File: config.mk
export PLATFORM = sky130hd
export DESIGN_NAME = downmix_linear_resampler
export DESIGN_NICKNAME = d
export VERILOG_FILES = /design/src/hw/rtl/dlr_pkg.sv /design/src/hw/rtl/dlr_ctrl.sv /design/src/hw/rtl/dlr_datapath.sv /design/src/hw/rtl/downmix_linear_resampler.sv
export SDC_FILE = /design/constraint.sdc
export NUM_CORES = 1
export LEC_CHECK = 0
export ABC_AREA = 1
export BUFFER_PORTS_ARGS = -buffer_cell sky130_fd_sc_hd__buf_2
export CAP_MARGIN = 10
export CORE_AREA = 4 4 354 217
export CTS_BUF_LIST = sky130_fd_sc_hd__clkbuf_2 sky130_fd_sc_hd__clkbuf_4 sky130_fd_sc_hd__clkbuf_8
export CTS_CLUSTER_DIAMETER = 60
export DETAILED_ROUTE_END_ITERATION = 6
export DIE_AREA = 0 0 358 221
export MAX_ROUTING_LAYER = met4
export PLACE_DENSITY = 0.55
export RECOVER_POWER = 50
export SYNTH_ARGS = -nofsm -noshare
export SYNTH_HDL_FRONTEND = slang
export SYNTH_HIERARCHICAL = 1
export SYNTH_SLANG_ARGS = --single-unit
File: constraint.sdc
create_clock -name clk -period 18.7 [get_ports clk]
set_input_delay 0.935 -clock clk [delete_from_list [all_inputs] [get_ports clk]]
set_output_delay 0.935 -clock clk [all_outputs]
set_load 0.05 [all_outputs]
File: src/hw/rtl/dlr_pkg.sv
// ---------------------------------------------------------------------------
// dlr_pkg
// Shared types and constants of the downmix linear resampler.
// ---------------------------------------------------------------------------
package dlr_pkg;

  localparam int SAMPLE_W = 16;
  localparam int COUNT_W  = 4;
  localparam int PHASE_W  = 21;
  // Working phase carries one extra bit while the step is being added
  localparam int PHASE_X_W = PHASE_W + 1;

  localparam logic [PHASE_X_W-1:0] ONE_Q16      = 22'h010000;
  localparam logic [PHASE_W-1:0]   MIN_STEP     = 21'd4096;
  localparam logic [PHASE_W-1:0]   STEP_RESET   = 21'd196608;
  localparam logic [COUNT_W-1:0]   COUNT_RESET  = 4'd2;

  // Configuration register indexes
  localparam logic [0:0] REG_CHANNEL_COUNT = 1'b0;
  localparam logic [0:0] REG_RESAMPLE_STEP = 1'b1;

  typedef enum logic [2:0] {
    ST_IDLE,
    ST_SUM,
    ST_DINIT,
    ST_DIV,
    ST_MONO,
    ST_MUL,
    ST_EMIT,
    ST_FIN
  } dlr_state_t;

  // Controller to datapath
  typedef struct packed {
    logic load;
    logic sum_en;
    logic div_init;
    logic div_step;
    logic mono_load;
    logic mul;
    logic emit;
    logic finish;
  } dlr_cmd_t;

  // Datapath to controller
  typedef struct packed {
    logic [COUNT_W-1:0] cnt_eff;
    logic               phase_ge_one;
    logic               last;
    logic               out_free;
  } dlr_sts_t;

endpackage

File: src/hw/rtl/dlr_ctrl.sv
// ---------------------------------------------------------------------------
// dlr_ctrl
// Sequencer: sums the channels, runs the divider, then walks the phase
// through interpolation steps and retires the frame.
// ---------------------------------------------------------------------------
module dlr_ctrl #(
  parameter int MAX_CHANNELS = 8
) (
  input  logic              clk,
  input  logic              rst_n,
  input  logic              in_tvalid,
  output logic              in_tready,
  input  dlr_pkg::dlr_sts_t sts,
  output dlr_pkg::dlr_cmd_t cmd
);

  localparam int SUM_W = dlr_pkg::SAMPLE_W + $clog2(MAX_CHANNELS);
  localparam int CNT_W = $clog2(SUM_W + 1);

  dlr_pkg::dlr_state_t state_r, state_nxt;
  logic [CNT_W-1:0]    cnt_r, cnt_nxt;

  // State and step counter
  always_ff @(posedge clk) begin
    if (!rst_n) begin
      state_r <= dlr_pkg::ST_IDLE;
      cnt_r   <= '0;
    end else begin
      state_r <= state_nxt;
      cnt_r   <= cnt_nxt;
    end
  end

  // Next state
  always_comb begin
    state_nxt = state_r;
    cnt_nxt   = cnt_r;
    unique case (state_r)
      dlr_pkg::ST_IDLE: begin
        if (in_tvalid) begin
          state_nxt = dlr_pkg::ST_SUM;
          cnt_nxt   = CNT_W'(sts.cnt_eff);
        end
      end
      dlr_pkg::ST_SUM: begin
        cnt_nxt = cnt_r - 1'b1;
        if (cnt_r == CNT_W'(1)) begin
          state_nxt = dlr_pkg::ST_DINIT;
        end
      end
      dlr_pkg::ST_DINIT: begin
        state_nxt = dlr_pkg::ST_DIV;
        cnt_nxt   = CNT_W'(SUM_W);
      end
      dlr_pkg::ST_DIV: begin
        cnt_nxt = cnt_r - 1'b1;
        if (cnt_r == CNT_W'(1)) begin
          state_nxt = dlr_pkg::ST_MONO;
        end
      end
      dlr_pkg::ST_MONO: begin
        state_nxt = sts.phase_ge_one ? dlr_pkg::ST_FIN : dlr_pkg::ST_MUL;
      end
      dlr_pkg::ST_MUL: begin
        state_nxt = dlr_pkg::ST_EMIT;
      end
      dlr_pkg::ST_EMIT: begin
        if (sts.out_free) begin
          state_nxt = sts.last ? dlr_pkg::ST_FIN : dlr_pkg::ST_MUL;
        end
      end
      dlr_pkg::ST_FIN: begin
        state_nxt = dlr_pkg::ST_IDLE;
      end
      default: begin
        state_nxt = dlr_pkg::ST_IDLE;
      end
    endcase
  end

  // Commands
  always_comb begin
    cmd       = '0;
    in_tready = 1'b0;
    unique case (state_r)
      dlr_pkg::ST_IDLE: begin
        in_tready = 1'b1;
        cmd.load  = in_tvalid;
      end
      dlr_pkg::ST_SUM:   cmd.sum_en    = 1'b1;
      dlr_pkg::ST_DINIT: cmd.div_init  = 1'b1;
      dlr_pkg::ST_DIV:   cmd.div_step  = 1'b1;
      dlr_pkg::ST_MONO:  cmd.mono_load = 1'b1;
      dlr_pkg::ST_MUL:   cmd.mul       = 1'b1;
      dlr_pkg::ST_EMIT:  cmd.emit      = sts.out_free;
      dlr_pkg::ST_FIN:   cmd.finish    = 1'b1;
      default: begin
        cmd = '0;
      end
    endcase
  end

endmodule

File: src/hw/rtl/dlr_datapath.sv
// ---------------------------------------------------------------------------
// dlr_datapath
// Channel store, accumulator, bit-serial divider, interpolation multiplier,
// phase accumulator, configuration registers and output register.
// ---------------------------------------------------------------------------
module dlr_datapath #(
  parameter int MAX_CHANNELS = 8
) (
  input  logic                                       clk,
  input  logic                                       rst_n,
  input  logic [dlr_pkg::SAMPLE_W*MAX_CHANNELS-1:0]  in_tdata,
  input  logic                                       cfg_wr_en,
  input  logic [0:0]                                 cfg_index,
  input  logic [dlr_pkg::PHASE_W-1:0]                cfg_wdata,
  input  dlr_pkg::dlr_cmd_t                          cmd,
  output dlr_pkg::dlr_sts_t                          sts,
  output logic                                       out_tvalid,
  input  logic                                       out_tready,
  output logic [dlr_pkg::SAMPLE_W-1:0]               out_tdata,
  output logic                                       out_tlast
);

  localparam int SW    = dlr_pkg::SAMPLE_W;
  localparam int SUM_W = SW + $clog2(MAX_CHANNELS);
  localparam int PX_W  = dlr_pkg::PHASE_X_W;

  logic [dlr_pkg::COUNT_W-1:0] count_r;
  logic [dlr_pkg::PHASE_W-1:0] step_r;
  logic signed [SW-1:0]        chan_r [MAX_CHANNELS];
  logic signed [SUM_W-1:0]     sum_r;
  logic [SUM_W-1:0]            quo_r;
  logic [3:0]                  rem_r;
  logic                        neg_r;
  logic signed [SW-1:0]        mono_r;
  logic signed [SW-1:0]        prev_r;
  logic [PX_W-1:0]             phase_r;
  logic signed [2*SW+1:0]      prod_r;
  logic                        out_valid_r;
  logic [SW-1:0]               out_data_r;
  logic                        out_last_r;

  logic [dlr_pkg::COUNT_W-1:0] cnt_eff;
  logic [dlr_pkg::PHASE_W-1:0] step_eff;
  logic [PX_W-1:0]             phase_step;
  logic [4:0]                  rem_sh;
  logic [4:0]                  divisor;
  logic                        rem_ge;
  logic signed [SW:0]          diff;
  logic signed [SW:0]          frac;
  logic signed [SW+1:0]        interp;

  // Clamp the configuration to its usable range
  always_comb begin
    priority if (count_r == '0) begin
      cnt_eff = dlr_pkg::COUNT_W'(1);
    end else if (count_r > dlr_pkg::COUNT_W'(MAX_CHANNELS)) begin
      cnt_eff = dlr_pkg::COUNT_W'(MAX_CHANNELS);
    end else begin
      cnt_eff = count_r;
    end
  end

  assign step_eff   = (step_r < dlr_pkg::MIN_STEP) ? dlr_pkg::MIN_STEP : step_r;
  assign phase_step = phase_r + {1'b0, step_eff};

  // One restoring divide step: remainder stays below the divisor
  assign divisor = {1'b0, cnt_eff};
  assign rem_sh  = {rem_r, quo_r[SUM_W-1]};
  assign rem_ge  = (rem_sh >= divisor);

  // Interpolation terms
  assign diff   = {mono_r[SW-1], mono_r} - {prev_r[SW-1], prev_r};
  assign frac   = $signed({1'b0, phase_r[SW-1:0]});
  assign interp = (SW+2)'(prod_r >>> SW) + (SW+2)'(prev_r);

  assign sts.cnt_eff      = cnt_eff;
  assign sts.phase_ge_one = (phase_r >= dlr_pkg::ONE_Q16);
  assign sts.last         = (phase_step >= dlr_pkg::ONE_Q16);
  assign sts.out_free     = !out_valid_r || out_tready;

  // Configuration registers
  always_ff @(posedge clk) begin
    if (!rst_n) begin
      count_r <= dlr_pkg::COUNT_RESET;
      step_r  <= dlr_pkg::STEP_RESET;
    end else if (cfg_wr_en) begin
      unique case (cfg_index)
        dlr_pkg::REG_CHANNEL_COUNT: count_r <= cfg_wdata[dlr_pkg::COUNT_W-1:0];
        dlr_pkg::REG_RESAMPLE_STEP: step_r  <= cfg_wdata;
        default: begin
          step_r <= step_r;
        end
      endcase
    end
  end

  // Capture the frame, then shift one channel a cycle into the accumulator
  always_ff @(posedge clk) begin
    if (cmd.load) begin
      for (int i = 0; i < MAX_CHANNELS; i++) begin
        chan_r[i] <= in_tdata[SW*i +: SW];
      end
      sum_r <= '0;
    end else if (cmd.sum_en) begin
      for (int i = 0; i < MAX_CHANNELS - 1; i++) begin
        chan_r[i] <= chan_r[i+1];
      end
      sum_r <= sum_r + SUM_W'(chan_r[0]);
    end
  end

  // Divide the magnitude by the channel count, one quotient bit a cycle
  always_ff @(posedge clk) begin
    if (cmd.div_init) begin
      neg_r <= sum_r[SUM_W-1];
      quo_r <= sum_r[SUM_W-1] ? SUM_W'(-sum_r) : SUM_W'(sum_r);
      rem_r <= '0;
    end else if (cmd.div_step) begin
      rem_r <= rem_ge ? 4'(rem_sh - divisor) : rem_sh[3:0];
      quo_r <= {quo_r[SUM_W-2:0], rem_ge};
    end
  end

  // Apply the sign: truncation toward zero
  always_ff @(posedge clk) begin
    if (cmd.mono_load) begin
      mono_r <= neg_r ? SW'(-quo_r) : quo_r[SW-1:0];
    end
  end

  // Register the interpolation product
  always_ff @(posedge clk) begin
    if (cmd.mul) begin
      prod_r <= frac * diff;
    end
  end

  // Phase accumulator and previous sample
  always_ff @(posedge clk) begin
    if (!rst_n) begin
      phase_r <= '0;
      prev_r  <= '0;
    end else if (cmd.emit) begin
      phase_r <= phase_step;
    end else if (cmd.finish) begin
      phase_r <= {1'b0, dlr_pkg::PHASE_W'(phase_r - dlr_pkg::ONE_Q16)};
      prev_r  <= mono_r;
    end
  end

  // Output register
  always_ff @(posedge clk) begin
    if (!rst_n) begin
      out_valid_r <= 1'b0;
    end else if (cmd.emit) begin
      out_valid_r <= 1'b1;
    end else if (out_tready) begin
      out_valid_r <= 1'b0;
    end
  end

  always_ff @(posedge clk) begin
    if (cmd.emit) begin
      out_data_r <= interp[SW-1:0];
      out_last_r <= sts.last;
    end
  end

  assign out_tvalid = out_valid_r;
  assign out_tdata  = out_data_r;
  assign out_tlast  = out_last_r;

endmodule

File: src/hw/rtl/downmix_linear_resampler.sv
// ---------------------------------------------------------------------------
// downmix_linear_resampler
// Averages the active channels of each frame to mono and resamples the mono
// stream by linear interpolation under a Q5.16 phase accumulator.
// ---------------------------------------------------------------------------
//  channel  direction  word contents
//  in_      slave      tdata: chan0 .. chan7, 16 bits each, chan0 lowest
//  out_     master     tdata: mono_out; tlast: last result of the frame
//  cfg_     write      index 0 channel_count, index 1 resample_step
//
// A frame runs from acceptance to the next ready through these steps: one
// channel added per cycle, the bit-serial divider over SUM_W = 16 +
// log2(MAX_CHANNELS) bits (19 at the default), then a multiply step and an
// emit step for each result through the shared multiplier.
// A frame is accepted only while the sequencer is idle; the last result may
// still sit in the output register then.
// A stalled output holds the sequencer in its emit step.
// Reset needs no clearing pass.
// ---------------------------------------------------------------------------
module downmix_linear_resampler #(
  parameter int MAX_CHANNELS = 8
) (
  input  logic                                      clk,
  input  logic                                      rst_n,
  input  logic                                      in_tvalid,
  output logic                                      in_tready,
  // chan0 [15:0], chan1 [31:16], ... one 16-bit field per channel
  input  logic [dlr_pkg::SAMPLE_W*MAX_CHANNELS-1:0] in_tdata,
  output logic                                      out_tvalid,
  input  logic                                      out_tready,
  // mono_out [15:0]
  output logic [dlr_pkg::SAMPLE_W-1:0]              out_tdata,
  output logic                                      out_tlast,
  input  logic                                      cfg_wr_en,
  input  logic [0:0]                                cfg_index,
  input  logic [dlr_pkg::PHASE_W-1:0]               cfg_wdata
);

  dlr_pkg::dlr_cmd_t cmd;
  dlr_pkg::dlr_sts_t sts;

  dlr_ctrl #(
    .MAX_CHANNELS(MAX_CHANNELS)
  ) u_ctrl (
    .clk       (clk),
    .rst_n     (rst_n),
    .in_tvalid (in_tvalid),
    .in_tready (in_tready),
    .sts       (sts),
    .cmd       (cmd)
  );

  dlr_datapath #(
    .MAX_CHANNELS(MAX_CHANNELS)
  ) u_datapath (
    .clk        (clk),
    .rst_n      (rst_n),
    .in_tdata   (in_tdata),
    .cfg_wr_en  (cfg_wr_en),
    .cfg_index  (cfg_index),
    .cfg_wdata  (cfg_wdata),
    .cmd        (cmd),
    .sts        (sts),
    .out_tvalid (out_tvalid),
    .out_tready (out_tready),
    .out_tdata  (out_tdata),
    .out_tlast  (out_tlast)
  );

endmodule

==> key figures, run 1 <==
Status
  • Status: finished with violations
  • Failing checks: capacitance limit, slew limit

Timing
  • Worst-margin pin slew: 2660 ps
  • Setup total negative slack: 0 ps
  • Final worst path period share: 41.7%
  • Hold Slack: 455 ps
  • F_max: 128 MHz
  • Slew Limit Headroom: -77.0%
  • RSZ-0062 raised after global routing: no
  • Finish-stage setup viols: 0
  • Post-layout min period: 7800 ps
  • Clk_skew: 37.2 ps
  • Max-slew violations: 254
  • Final hold vios: 0

Power and ir drop
  • Pwr/cell area: 91.3 nW/um2
  • Leak pwr: 14.0 nW
  • Max VDD drop: 0.0922 mV

Setup path
  • Worst path most repeated cell: fa_1
  • Crit-path slowest cell: xnor2_1
  • Buf+Inv Stages, Crit Path: 6
  • Reg-to-Reg End: u_datapath/prod_r[17]
  • CP max stage delay: 960 ps
  • Critical Path AT: 8170 ps
  • Worst-path maximum fanout: 9
  • Worst r2r src: u_datapath/mono_r[0]
  • Worst Reg2Reg Path Length in Cells: 27
  • Delay-heaviest family, CP: adder cells
  • Worst reg2reg setup slack: 10900 ps
  • WP data required: 19070 ps
  • Startpoint types: flop
  • Crit. End Element: flop
  • Crit Path Class: flop to flop

Detailed routing
  • DRT Pass-1 Iters: 5
  • DR DRC count: 0
  • Wire length per cell: 17.8 um
  • DR iter-0 viols: 1955
  • DR vias: 21400
  • Final wirelength: 78.1 mm
  • Antenna viol nets, final: 0
  • Via density: 4.86

Logic synthesis
  • Register area share after synthesis: 30.6%
  • Post-Syn Area per Cell: 7.90 um2
  • Synth Warn #: 6
  • Number of synthesized flops with an enable pin: 197
  • Top post-synthesis cells by area: edfxtp_1 (23%), fa_1 (17%), nand2_1 (13%), ha_1 (9.5%), inv_1 (8.0%)
  • Top FF cell, synth: edfxtp_1
  • Post-synth cell types: 59
  • Mapped Cells: 3231
  • Area share of the largest cell type after synthesis: 23.2%
  • Syn nets: 3792
  • Area leader, netlist: edfxtp_1
  • Register bit count reported by yosys: 292
  • Async set-or-reset flop fraction in the synthesized netlist: 0%
  • Synthesized cell area: 25500 um2

CTS
  • H-tree levels: 2
  • Cts repair resizes: 0
  • CTS tree: done
  • Cts hold-fix bufs: 0
  • Clk_lat worst skew: 630 ps
  • Cts bufs inserted: 46
  • Clock root cell: clkbuf_8
  • # clock sinks: 292
  • Post-CTS Setup Inserts: 0
  • Bufs on Longest Clock Path: 3
  • Reg clk slew, reported paths: 70 ps

Floorplanning
  • Boundary pin count: 174
  • Die area: 79100 um2
  • Die W: 358 um
  • Initial core utilization: 34.9%
  • Core area: 73200 um2
  • Chip Height: 221 um
  • # rows: 77

GRT
  • Grt ovf: 0
  • Vias in the first global route: 20200
  • First-pass GRT wire length: 121 mm
  • Initial antenna violation count: 1
  • Largest net degree at the start of global routing: 105
  • Overall Global Routing Usage: 20.1%

Placement
  • HPWL after detailed placement: 61.8 mm
  • Placed cells: 4308
  • Port Buffers: 173
  • GPL Wtd Cong: 0.955
  • Placed cell areas: 27300 um2

Cells and area
  • Area growth from synthesis to layout: 10.8%
  • Final Util: 38.6%
  • Share of cells above drive strength 1: 8.54%
  • # fillers: 7740
  • Finished Layout Cells: 4394
  • Layout Nets: 3930
  • Multi-input logic area: 15200 um2
  • Reg area: 7820 um2
  • Design area: 28300 um2

Job
  • Max-cap violations: 6

Hold path
  • Worst Hold Depth: 2
  • Hold EP: u_datapath/step_r[8]
  • Hold Path Origin: u_datapath/step_r[8]
  • Min-Delay Path Class: flop to flop
==> cell type report <==
| cell class | count | area share, % |
|---|---|---|
| multi-input combinational | 2286 | 53.8 |
| sequential | 292 | 27.7 |
| inverter | 558 | 7.42 |
| tap | 987 | 4.37 |
| timing repair buffer | 185 | 3.24 |
| clock buffer | 72 | 3.02 |
| clock inverter | 13 | 0.509 |
| antenna | 1 | 0.00885 |
==> worst max-delay path by stage <==
stage / from / end / slack, ps / cells after the start
2_1_floorplan: in_tvalid / u_datapath/chan_r[0][0] / 12060 / 6
3_3_place_gp: u_datapath/mono_r[0] / u_datapath/prod_r[17] / 11280 / 27
3_5_place_dp: u_datapath/mono_r[0] / u_datapath/prod_r[17] / 11140 / 27
4_1_cts: u_datapath/mono_r[0] / u_datapath/prod_r[17] / 11100 / 27
5_1_grt: u_datapath/mono_r[0] / u_datapath/prod_r[29] / 10550 / 28
6_report: u_datapath/mono_r[0] / u_datapath/prod_r[17] / 10900 / 27
==> Yosys cell counts (all sizes together) (11+ instances only) <==
master	count
a21oi	155
buf	18
clkbuf	77
dfxtp	95
edfxtp	197
fa	213
ha	193
inv	554
nand2	900
nand3	169
nand4	27
nor2	295
nor3	20
o21ai	150
o21bai	11
or2	16
xnor2	18
xor2	42
==> cells by family (layout without fill, tap and decap cells) <==
group,count (synthesis),count (layout),share of synthesized area [%]
AND/OR/NAND/NOR,1448,1448,23.2
buffers and inverters,653,828,9.77
adder cells (fa/ha/maj),406,406,26.2
AO/OA/AOI/OAI,372,372,8.06
flip-flops,292,292,30.6
XOR/XNOR,60,60,2.13
other,0,1,0
==> power by group <==
group	internal, W	switching [W]
Sequential	0.000921	0.0000876
Combinational	0.000299	0.000672
Clock	0.000322	0.000278
==> routing by layer <==
| layer | part of all wire (%) | vias to the layer above | track usage (%) | routed length [um] |
|---|---|---|---|---|
| li1 | - | 10500 | - | - |
| met1 | 54 | 9935 | 33.3 | 41900 |
| met2 | 34 | 855 | 23.2 | 26800 |
| met3 | 11 | 57 | 6.50 | 8780 |
| met4 | 0.86 | 0 | 2.33 | 668 |
| met5 | 0 | - | - | 0 |
==> tightest hold or removal path, stage by stage, from the launching register on <==
cell,delay (ps)
dfxtp_1,290
inv_1,60
a21oi_1,60
==> stage by stage <==
| step | setup slack (ps) | power [W] |
|---|---|---|
| floorplan | 12060 | 0.00169 |
| global placement | 11280 | 0.00197 |
| detailed placement | 11140 | 0.00198 |
| CTS | 11100 | 0.00259 |
| global route | 10550 | 0.00278 |
| finish | 10900 | 0.00258 |
==> state kept, by name, summed over array words and instances, names as in the netlist, 16 cells and up <==
signal,flops
u_datapath/prod_r,16
u_datapath/prev_r,16
u_datapath/sum_r,19
u_datapath/quo_r,19
u_datapath/step_r,21
u_datapath/chan_r,128
u_datapath/mono_r,16
u_datapath/phase_r,22
u_datapath/out_tdata,16
==> cells in the final DEF (no fill, tap or decap), types with 23 or more instances in the layout <==
cell | netlist | final
clkbuf_1 | 77 | 23
fa_1 | 213 | 213
nand2_1 | 889 | 889
nand3_1 | 167 | 167
edfxtp_1 | 197 | 197
inv_1 | 544 | 544
nor2_1 | 291 | 292
dfxtp_1 | 95 | 95
a21oi_1 | 151 | 151
nand4_1 | 27 | 27
o21ai_0 | 145 | 147
buf_2 | 10 | 154
clkbuf_8 | 0 | 50
xor2_1 | 41 | 41
ha_1 | 193 | 193
No activity file was read; power rests on OpenSTA's default activity.
==> inputs of run 2 (changes only) <==
Settings changed: ABC_AREA 1 to 0, CORE_AREA 4 4 354 217 to 4 4 344 210, DIE_AREA 0 0 358 221 to 0 0 348 214, PLACE_DENSITY 0.55 to 0.57.
Clock period 18.7 ns to 6.3 ns, I/O delays scaled along.
==> key figures, run 2 <==
Setup path
  • CP max stage delay: 560 ps (-400 ps)
  • Startpoint types: flop
  • Worst Reg2Reg Path Length in Cells: 29 (+7.4%)
  • Critical Path AT: 8260 ps (+90 ps)
  • Crit. End Element: flop
  • WP data required: 6690 ps (-12380 ps)
  • Worst path most repeated cell: fa_1
  • Worst-path maximum fanout: 4 (-5)
  • Crit Path Class: flop to flop
  • Crit-path slowest cell: fa_1

Timing
  • Finish-stage setup viols: 16 (+16)
  • RSZ-0062 raised after global routing: yes
  • Final hold vios: 0 (unchanged)
  • Worst-margin pin slew: 3130 ps (+474 ps)
  • Setup total negative slack: -19920 ps (-19920 ps)
  • Max-slew violations: 225 (-11%)
  • Post-layout min period: 7880 ps (+70.6 ps)
  • Final worst path period share: 125% (+83 points)
  • Fin worst setup slack: -1580 ps (-12470 ps)
  • F_max: 127 MHz (-0.90%)
  • Clk_skew: 68.2 ps (+31.0 ps)
  • Slew Limit Headroom: -109% (-32 points)

GRT
  • Initial antenna violation count: 1 (unchanged)
  • Largest net degree at the start of global routing: 82 (-22%)
  • First-pass GRT wire length: 107 mm (-11%)
  • Grt ovf: 0 (unchanged)
  • Vias in the first global route: 19700 (-2.8%)
  • Overall Global Routing Usage: 18.3% (-1.9 points)

Cells and area
  • Top flop regs: u_datapath/chan_r (128), u_datapath/phase_r (22), u_datapath/step_r (21)
  • Area growth from synthesis to layout: 25.4%
  • Most common cell after layout, fill and taps aside: nand2_1
  • Share of cells above drive strength 1: 17.8% (+9.3 points)
  • Max FFs per register: 128 (unchanged)
  • Top reg by flops: u_datapath/chan_r
  • Design area: 30100 um2 (+6.6%)
  • Commonest cells after routing, fill and taps aside: nand2_1 (579), inv_1 (295), fa_1 (203), edfxtp_1 (197), buf_4 (191)
  • # fillers: 6653 (-14%)
  • Layout Nets: 3584 (-8.8%)

Logic synthesis
  • Async set-or-reset flop fraction in the synthesized netlist: 0% (unchanged)
  • Area share of the largest cell type after synthesis: 24.6% (+1.5 points)
  • Mapped Cells: 2561 (-21%)
  • Register bit count reported by yosys: 292 (unchanged)
  • Area leader, netlist: edfxtp_1
  • Register area share after synthesis: 32.6% (+1.9 points)
  • Synthesized cell area: 24000 um2 (-5.9%)
  • Number of synthesized flops with an enable pin: 197 (unchanged)
  • Post-Syn Area per Cell: 9.38 um2 (+19%)
  • Post-synth cell types: 78 (+32%)
  • Top FF cell, synth: edfxtp_1
  • Top post-synthesis cells by area: edfxtp_1 (25%), fa_1 (18%), ha_1 (10%), nand2_1 (9.1%), dfxtp_1 (7.9%)
  • Synth top cells by count: nand2_1 (582), inv_1 (302), fa_1 (213), edfxtp_1 (197), ha_1 (193)
  • Syn nets: 3122 (-18%)
  • Synth Warn #: 6 (unchanged)
  • Most frequent cell after synthesis: nand2_1

Power and ir drop
  • Total Power: 0.00612 W (+140%)
  • Max VDD drop: 0.159 mV (+73%)
  • Pwr/cell area: 203 nW/um2 (+120%)
  • Leak pwr: 13.9 nW (-1.2%)

Placement
  • Placed cell areas: 27300 um2 (-0.30%)
  • HPWL after detailed placement: 51.0 mm (-17%)
  • Port Buffers: 173 (unchanged)
  • GPL Wtd Cong: 0.864 (-9.6%)

Status
  • Status: finished with violations
  • Failing checks: capacitance limit, slew limit, setup timing

Hold path
  • Min-Delay Path Class: input pin to flop
  • Worst Hold Depth: 3 (+1)

CTS
  • # clock sinks: 292 (unchanged)
  • Reg clk slew, reported paths: 60 ps (about the same)
  • Cts bufs inserted: 48 (+4.3%)
  • Clk_lat worst skew: 640 ps (about the same)
  • CTS tree: done
  • H-tree levels: 2 (unchanged)
  • Clock root cell: clkbuf_8
  • Bufs on Longest Clock Path: 3 (unchanged)

Floorplanning
  • Chip Height: 214 um (-3.2%)
  • Die W: 348 um (-2.8%)
  • Core area: 69300 um2 (-5.4%)
  • Initial core utilization: 34.7% (-0.18 points)
  • Boundary pin count: 174 (unchanged)
  • Die area: 74500 um2 (-5.9%)
  • # rows: 75 (-2.6%)

Detailed routing
  • Via density: 4.77 (-1.9%)
  • Wire length per cell: 16.6 um (-6.5%)
  • DR vias: 19000 (-11%)
  • DR DRC count: 0 (unchanged)
  • Antenna viol nets, final: 0 (unchanged)
  • DRT Pass-1 Iters: 5 (unchanged)
  • Final wirelength: 66.2 mm (-15%)
  • DR iter-0 viols: 1541 (-21%)

Job
  • Max-cap violations: 5 (-1)
==> run 2: layer usage <==
metal / track usage (%) / vias to the layer above / wire length [um]
met5: - / - / 0
met4: 2.69 / 0 / 878
met3: 3.52 / 78 / 4020
met2: 25.1 / 465 / 26600
met1: 28.2 / 9184 / 34700
li1: - / 9260 / -
==> run 2: cell families after synthesis <==
logic type	after synthesis	share of synthesized area (%)
DFF	292	32.6
and+or+nand+nor	994	18.6
buffers and inverters	420	6.64
muxes	53	2.32
adders and majority gates	406	27.8
AOI/OAI and AO/OA	280	7.82
xor gates and xnor gates	116	4.23
==> run 2: final cells by class <==
class / instances / area (um2) / share of cell area [%]
diodes: 1 / 2.50 / 0.00831
clock buffers: 67 / 835 / 2.77
clock inverters: 19 / 185 / 0.615
inverters: 303 / 1140 / 3.78
multi-input cells: 1849 / 15000 / 49.8
flip-flops and latches: 292 / 7820 / 25.9
well taps: 924 / 1160 / 3.84
repair buffers: 529 / 3980 / 13.2
==> run 2: where the power goes <==
part	internal, W	total [W]	switching (W)
logic	0.000698	0.00163	0.000936
clock network	0.000986	0.00181	0.000824
registers	0.00246	0.00267	0.000215
total	0.00414	0.00612	0.00198
==> run 2: worst paths after layout <==
path | from | to | slack [ps]
setup / recovery | u_datapath/mono_r[1] | u_datapath/prod_r[31] | -1580
hold / removal | in_tdata[14] | u_datapath/chan_r[0][14] | 40
setup reg to reg | u_datapath/mono_r[1] | u_datapath/prod_r[31] | -1580
hold reg to reg | u_datapath/step_r[4] | u_datapath/step_r[4] | 460
==> run 2: metrics by stage <==
| step | hold slack (ps) | setup WS [ps] | cells | util, % |
|---|---|---|---|---|
| 2_1_floorplan | 406 | -1340 | 2561 | - |
| 3_3_place_gp | 452 | -1810 | 3734 | 39.4 |
| 3_5_place_dp | 458 | -2060 | 3734 | 39.4 |
| 4_1_cts | 1.08 | -1570 | 3972 | 43.3 |
| 5_1_grt | 10.2 | -1830 | 3984 | 43.5 |
| 6_report | 40.9 | -1580 | 3984 | 43.5 |
==> run 2: critical path, delay by kind of cell (launching register included) <==
family	cells	cell delay, ps
buffers and inverters	3	230
adder cells (fa/ha/maj)	8	3630
XOR/XNOR	2	260
flip-flops	1	420
AO/OA/AOI/OAI	14	2810
AND/OR/NAND/NOR	2	330
==> run 2: repair_timing <==
item / CTS / global route
hold buffers: 141 / 0
cloned: 0 / 1
endpoints found under the hold margin: 145 / 0
pin swaps: 52 / 23
buffers inserted: 12 / 9
gates resized for setup: 51 / 23
endpoints found under the setup margin: 16 / 16
==> inputs of run 3 (changes only) <==
==> constraint.sdc (replaced) <==
create_clock -name clk -period 6.3 [get_ports clk]
set_input_delay 0.315 -clock clk [delete_from_list [all_inputs] [get_ports clk]]
set_output_delay 0.315 -clock clk [all_outputs]
set_load 0.005 [all_outputs]
==> key figures, run 3 (same netlist as run 2, synthesis figures left out) <==
Status
  • Status: finished with violations
  • Failing checks: capacitance limit, slew limit, setup timing

Setup path
  • Crit. End Element: flop
  • Worst Reg2Reg Path Length in Cells: 29 (unchanged)
  • Reg-to-Reg End: u_datapath/prod_r[31]
  • Critical Path Source: u_datapath/mono_r[1]
  • Worst path most repeated cell: fa_1
  • Crit Path Class: flop to flop
  • WP data required: 6690 ps (about the same)
  • Crit-path slowest cell: fa_1
  • Startpoint types: flop
  • Worst reg2reg setup slack: -1580 ps (about the same)
  • Crit path to: u_datapath/prod_r[31]
  • CP max stage delay: 560 ps (about the same)
  • Critical Path AT: 8260 ps (about the same)
  • Worst-path maximum fanout: 4 (unchanged)
  • Worst r2r src: u_datapath/mono_r[1]

Detailed routing
  • DRT Pass-1 Iters: 6 (+1)
  • Via density: 4.77 (about the same)
  • DR vias: 19000 (+0.042%)
  • Final wirelength: 66.2 mm (about the same)
  • Wire length per cell: 16.6 um (about the same)
  • DR DRC count: 0 (unchanged)
  • Antenna viol nets, final: 0 (unchanged)
  • DR iter-0 viols: 1541 (unchanged)

Timing
  • Finish-stage setup viols: 16 (unchanged)
  • Clk_skew: 69.4 ps (+1.23 ps)
  • Post-layout min period: 7880 ps (+0.120 ps)
  • Final worst path period share: 125% (about the same)
  • RSZ-0062 raised after global routing: yes
  • F_max: 127 MHz (about the same)
  • Final hold vios: 0 (unchanged)
  • Worst-margin pin slew: 3100 ps (-25.4 ps)
  • Slew Limit Headroom: -107% (+1.9 points)
  • Fin worst setup slack: -1580 ps (-0.120 ps)
  • Max-slew violations: 225 (unchanged)

Placement
  • Placed cell areas: 27300 um2 (unchanged)
  • GPL Wtd Cong: 0.864 (unchanged)
  • HPWL after detailed placement: 51.0 mm (unchanged)
  • Port Buffers: 173 (unchanged)

Cells and area
  • Most common cell after layout, fill and taps aside: nand2_1
  • Top flop regs: u_datapath/chan_r (128), u_datapath/phase_r (22), u_datapath/step_r (21)
  • Share of cells above drive strength 1: 18.0% (+0.16 points)
  • Max FFs per register: 128 (unchanged)
  • Final Util: 43.5% (about the same)
  • Top reg by flops: u_datapath/chan_r
  • Design area: 30100 um2 (about the same)
  • Area growth from synthesis to layout: 25.5% (about the same)
  • Layout Nets: 3584 (unchanged)
  • Commonest cells after routing, fill and taps aside: nand2_1 (579), inv_1 (295), fa_1 (203), edfxtp_1 (197), buf_4 (191)

Floorplanning
  • Initial core utilization: 34.7% (unchanged)
  • Chip Height: 214 um (unchanged)
  • Boundary pin count: 174 (unchanged)
  • # rows: 75 (unchanged)
  • Die area: 74500 um2 (unchanged)
  • Die W: 348 um (unchanged)
  • Core area: 69300 um2 (unchanged)

CTS
  • CTS tree: done
  • Bufs on Longest Clock Path: 3 (unchanged)
  • H-tree levels: 2 (unchanged)
  • Clock root cell: clkbuf_8
  • Clk_lat worst skew: 640 ps (about the same)
  • Cts bufs inserted: 48 (unchanged)
  • Reg clk slew, reported paths: 60 ps (about the same)
  • # clock sinks: 292 (unchanged)

Power and ir drop
  • Pwr/cell area: 203 nW/um2 (-0.14%)
  • Leak pwr: 13.9 nW (about the same)
  • Max VDD drop: 0.159 mV (about the same)

GRT
  • Largest net degree at the start of global routing: 82 (unchanged)
  • Overall Global Routing Usage: 18.3% (unchanged)
  • Vias in the first global route: 19700 (unchanged)
  • First-pass GRT wire length: 107 mm (unchanged)
  • Initial antenna violation count: 1 (unchanged)
  • Grt ovf: 0 (unchanged)

Hold path
  • Min-Delay Path Class: input pin to flop

Job
  • Max-cap violations: 5 (unchanged)
==> run 3: critical path: cells and delay by family, from the launching register on <==
kind | cells | cell delay [ps]
and+or+nand+nor | 2 | 330
DFF | 1 | 420
AOI/OAI and AO/OA | 14 | 2810
xor gates and xnor gates | 2 | 260
buffers and inverters | 3 | 230
adders and majority gates | 8 | 3630
==> run 3: worst min path at each step <==
stage	start	endpoint	slack, ps	cells past startpoint
finish	in_tdata[14]	u_datapath/chan_r[0][14]	40	3
global placement	u_datapath/step_r[4]	u_datapath/step_r[4]	450	2
floorplan	u_datapath/sum_r[18]	u_datapath/neg_r	410	0
detailed placement	u_datapath/step_r[4]	u_datapath/step_r[4]	460	2
global route	in_tdata[48]	u_datapath/chan_r[0][48]	10	3
CTS	in_tdata[14]	u_datapath/chan_r[0][14]	1	3
==> run 3: routing by layer <==
layer | global-route usage (%) | routed length (um) | vias to the layer above | share of wire, %
met5 | - | 0 | - | 0
met4 | 2.69 | 868 | 0 | 1.3
met3 | 3.52 | 4070 | 78 | 6.1
met2 | 25.1 | 26600 | 462 | 40
met1 | 28.2 | 34600 | 9190 | 52
li1 | - | - | 9265 | -
==> run 3: metrics by stage <==
step | cells | hold slack, ps | setup slack, ps | total power (W) | setup TNS (ps)
detailed placement | 3734 | 458 | -2060 | 0.00423 | -25460
CTS | 3972 | 1.08 | -1570 | 0.00615 | -19430
global placement | 3734 | 452 | -1810 | 0.00417 | -22760
global route | 3984 | 10.2 | -1830 | 0.00652 | -25820
floorplan | 2561 | 406 | -1340 | 0.00381 | -13750
finish | 3986 | 39.7 | -1580 | 0.00611 | -19910
==> run 3: timing repair <==
| item | in CTS | in global routing |
|---|---|---|
| hold buffers | 141 | 0 |
| cloned | 0 | 1 |
| hold endpoints to repair | 145 | 0 |
| endpoints found under the setup margin | 16 | 16 |
| resized for setup | 51 | 23 |
| setup buffers | 12 | 9 |
| pin swaps | 52 | 23 |
==> run 3: where the power goes <==
part | internal (W) | switching [W] | leakage (nW)
Clock | 0.000986 | 0.000825 | 0.537
Combinational | 0.000697 | 0.000929 | 10.7
Sequential | 0.00246 | 0.000215 | 2.65
Total | 0.00414 | 0.00197 | 13.9
==> run 3: cell type report <==
cell class / count / area (um2)
fillers: 6649 / 39100
multi-input cells: 1849 / 15000
flip-flops and latches: 292 / 7820
repair buffers: 529 / 3990
well taps: 924 / 1160
inverters: 303 / 1140
clock buffers: 67 / 835
clock inverters: 19 / 185
diodes: 3 / 7.51
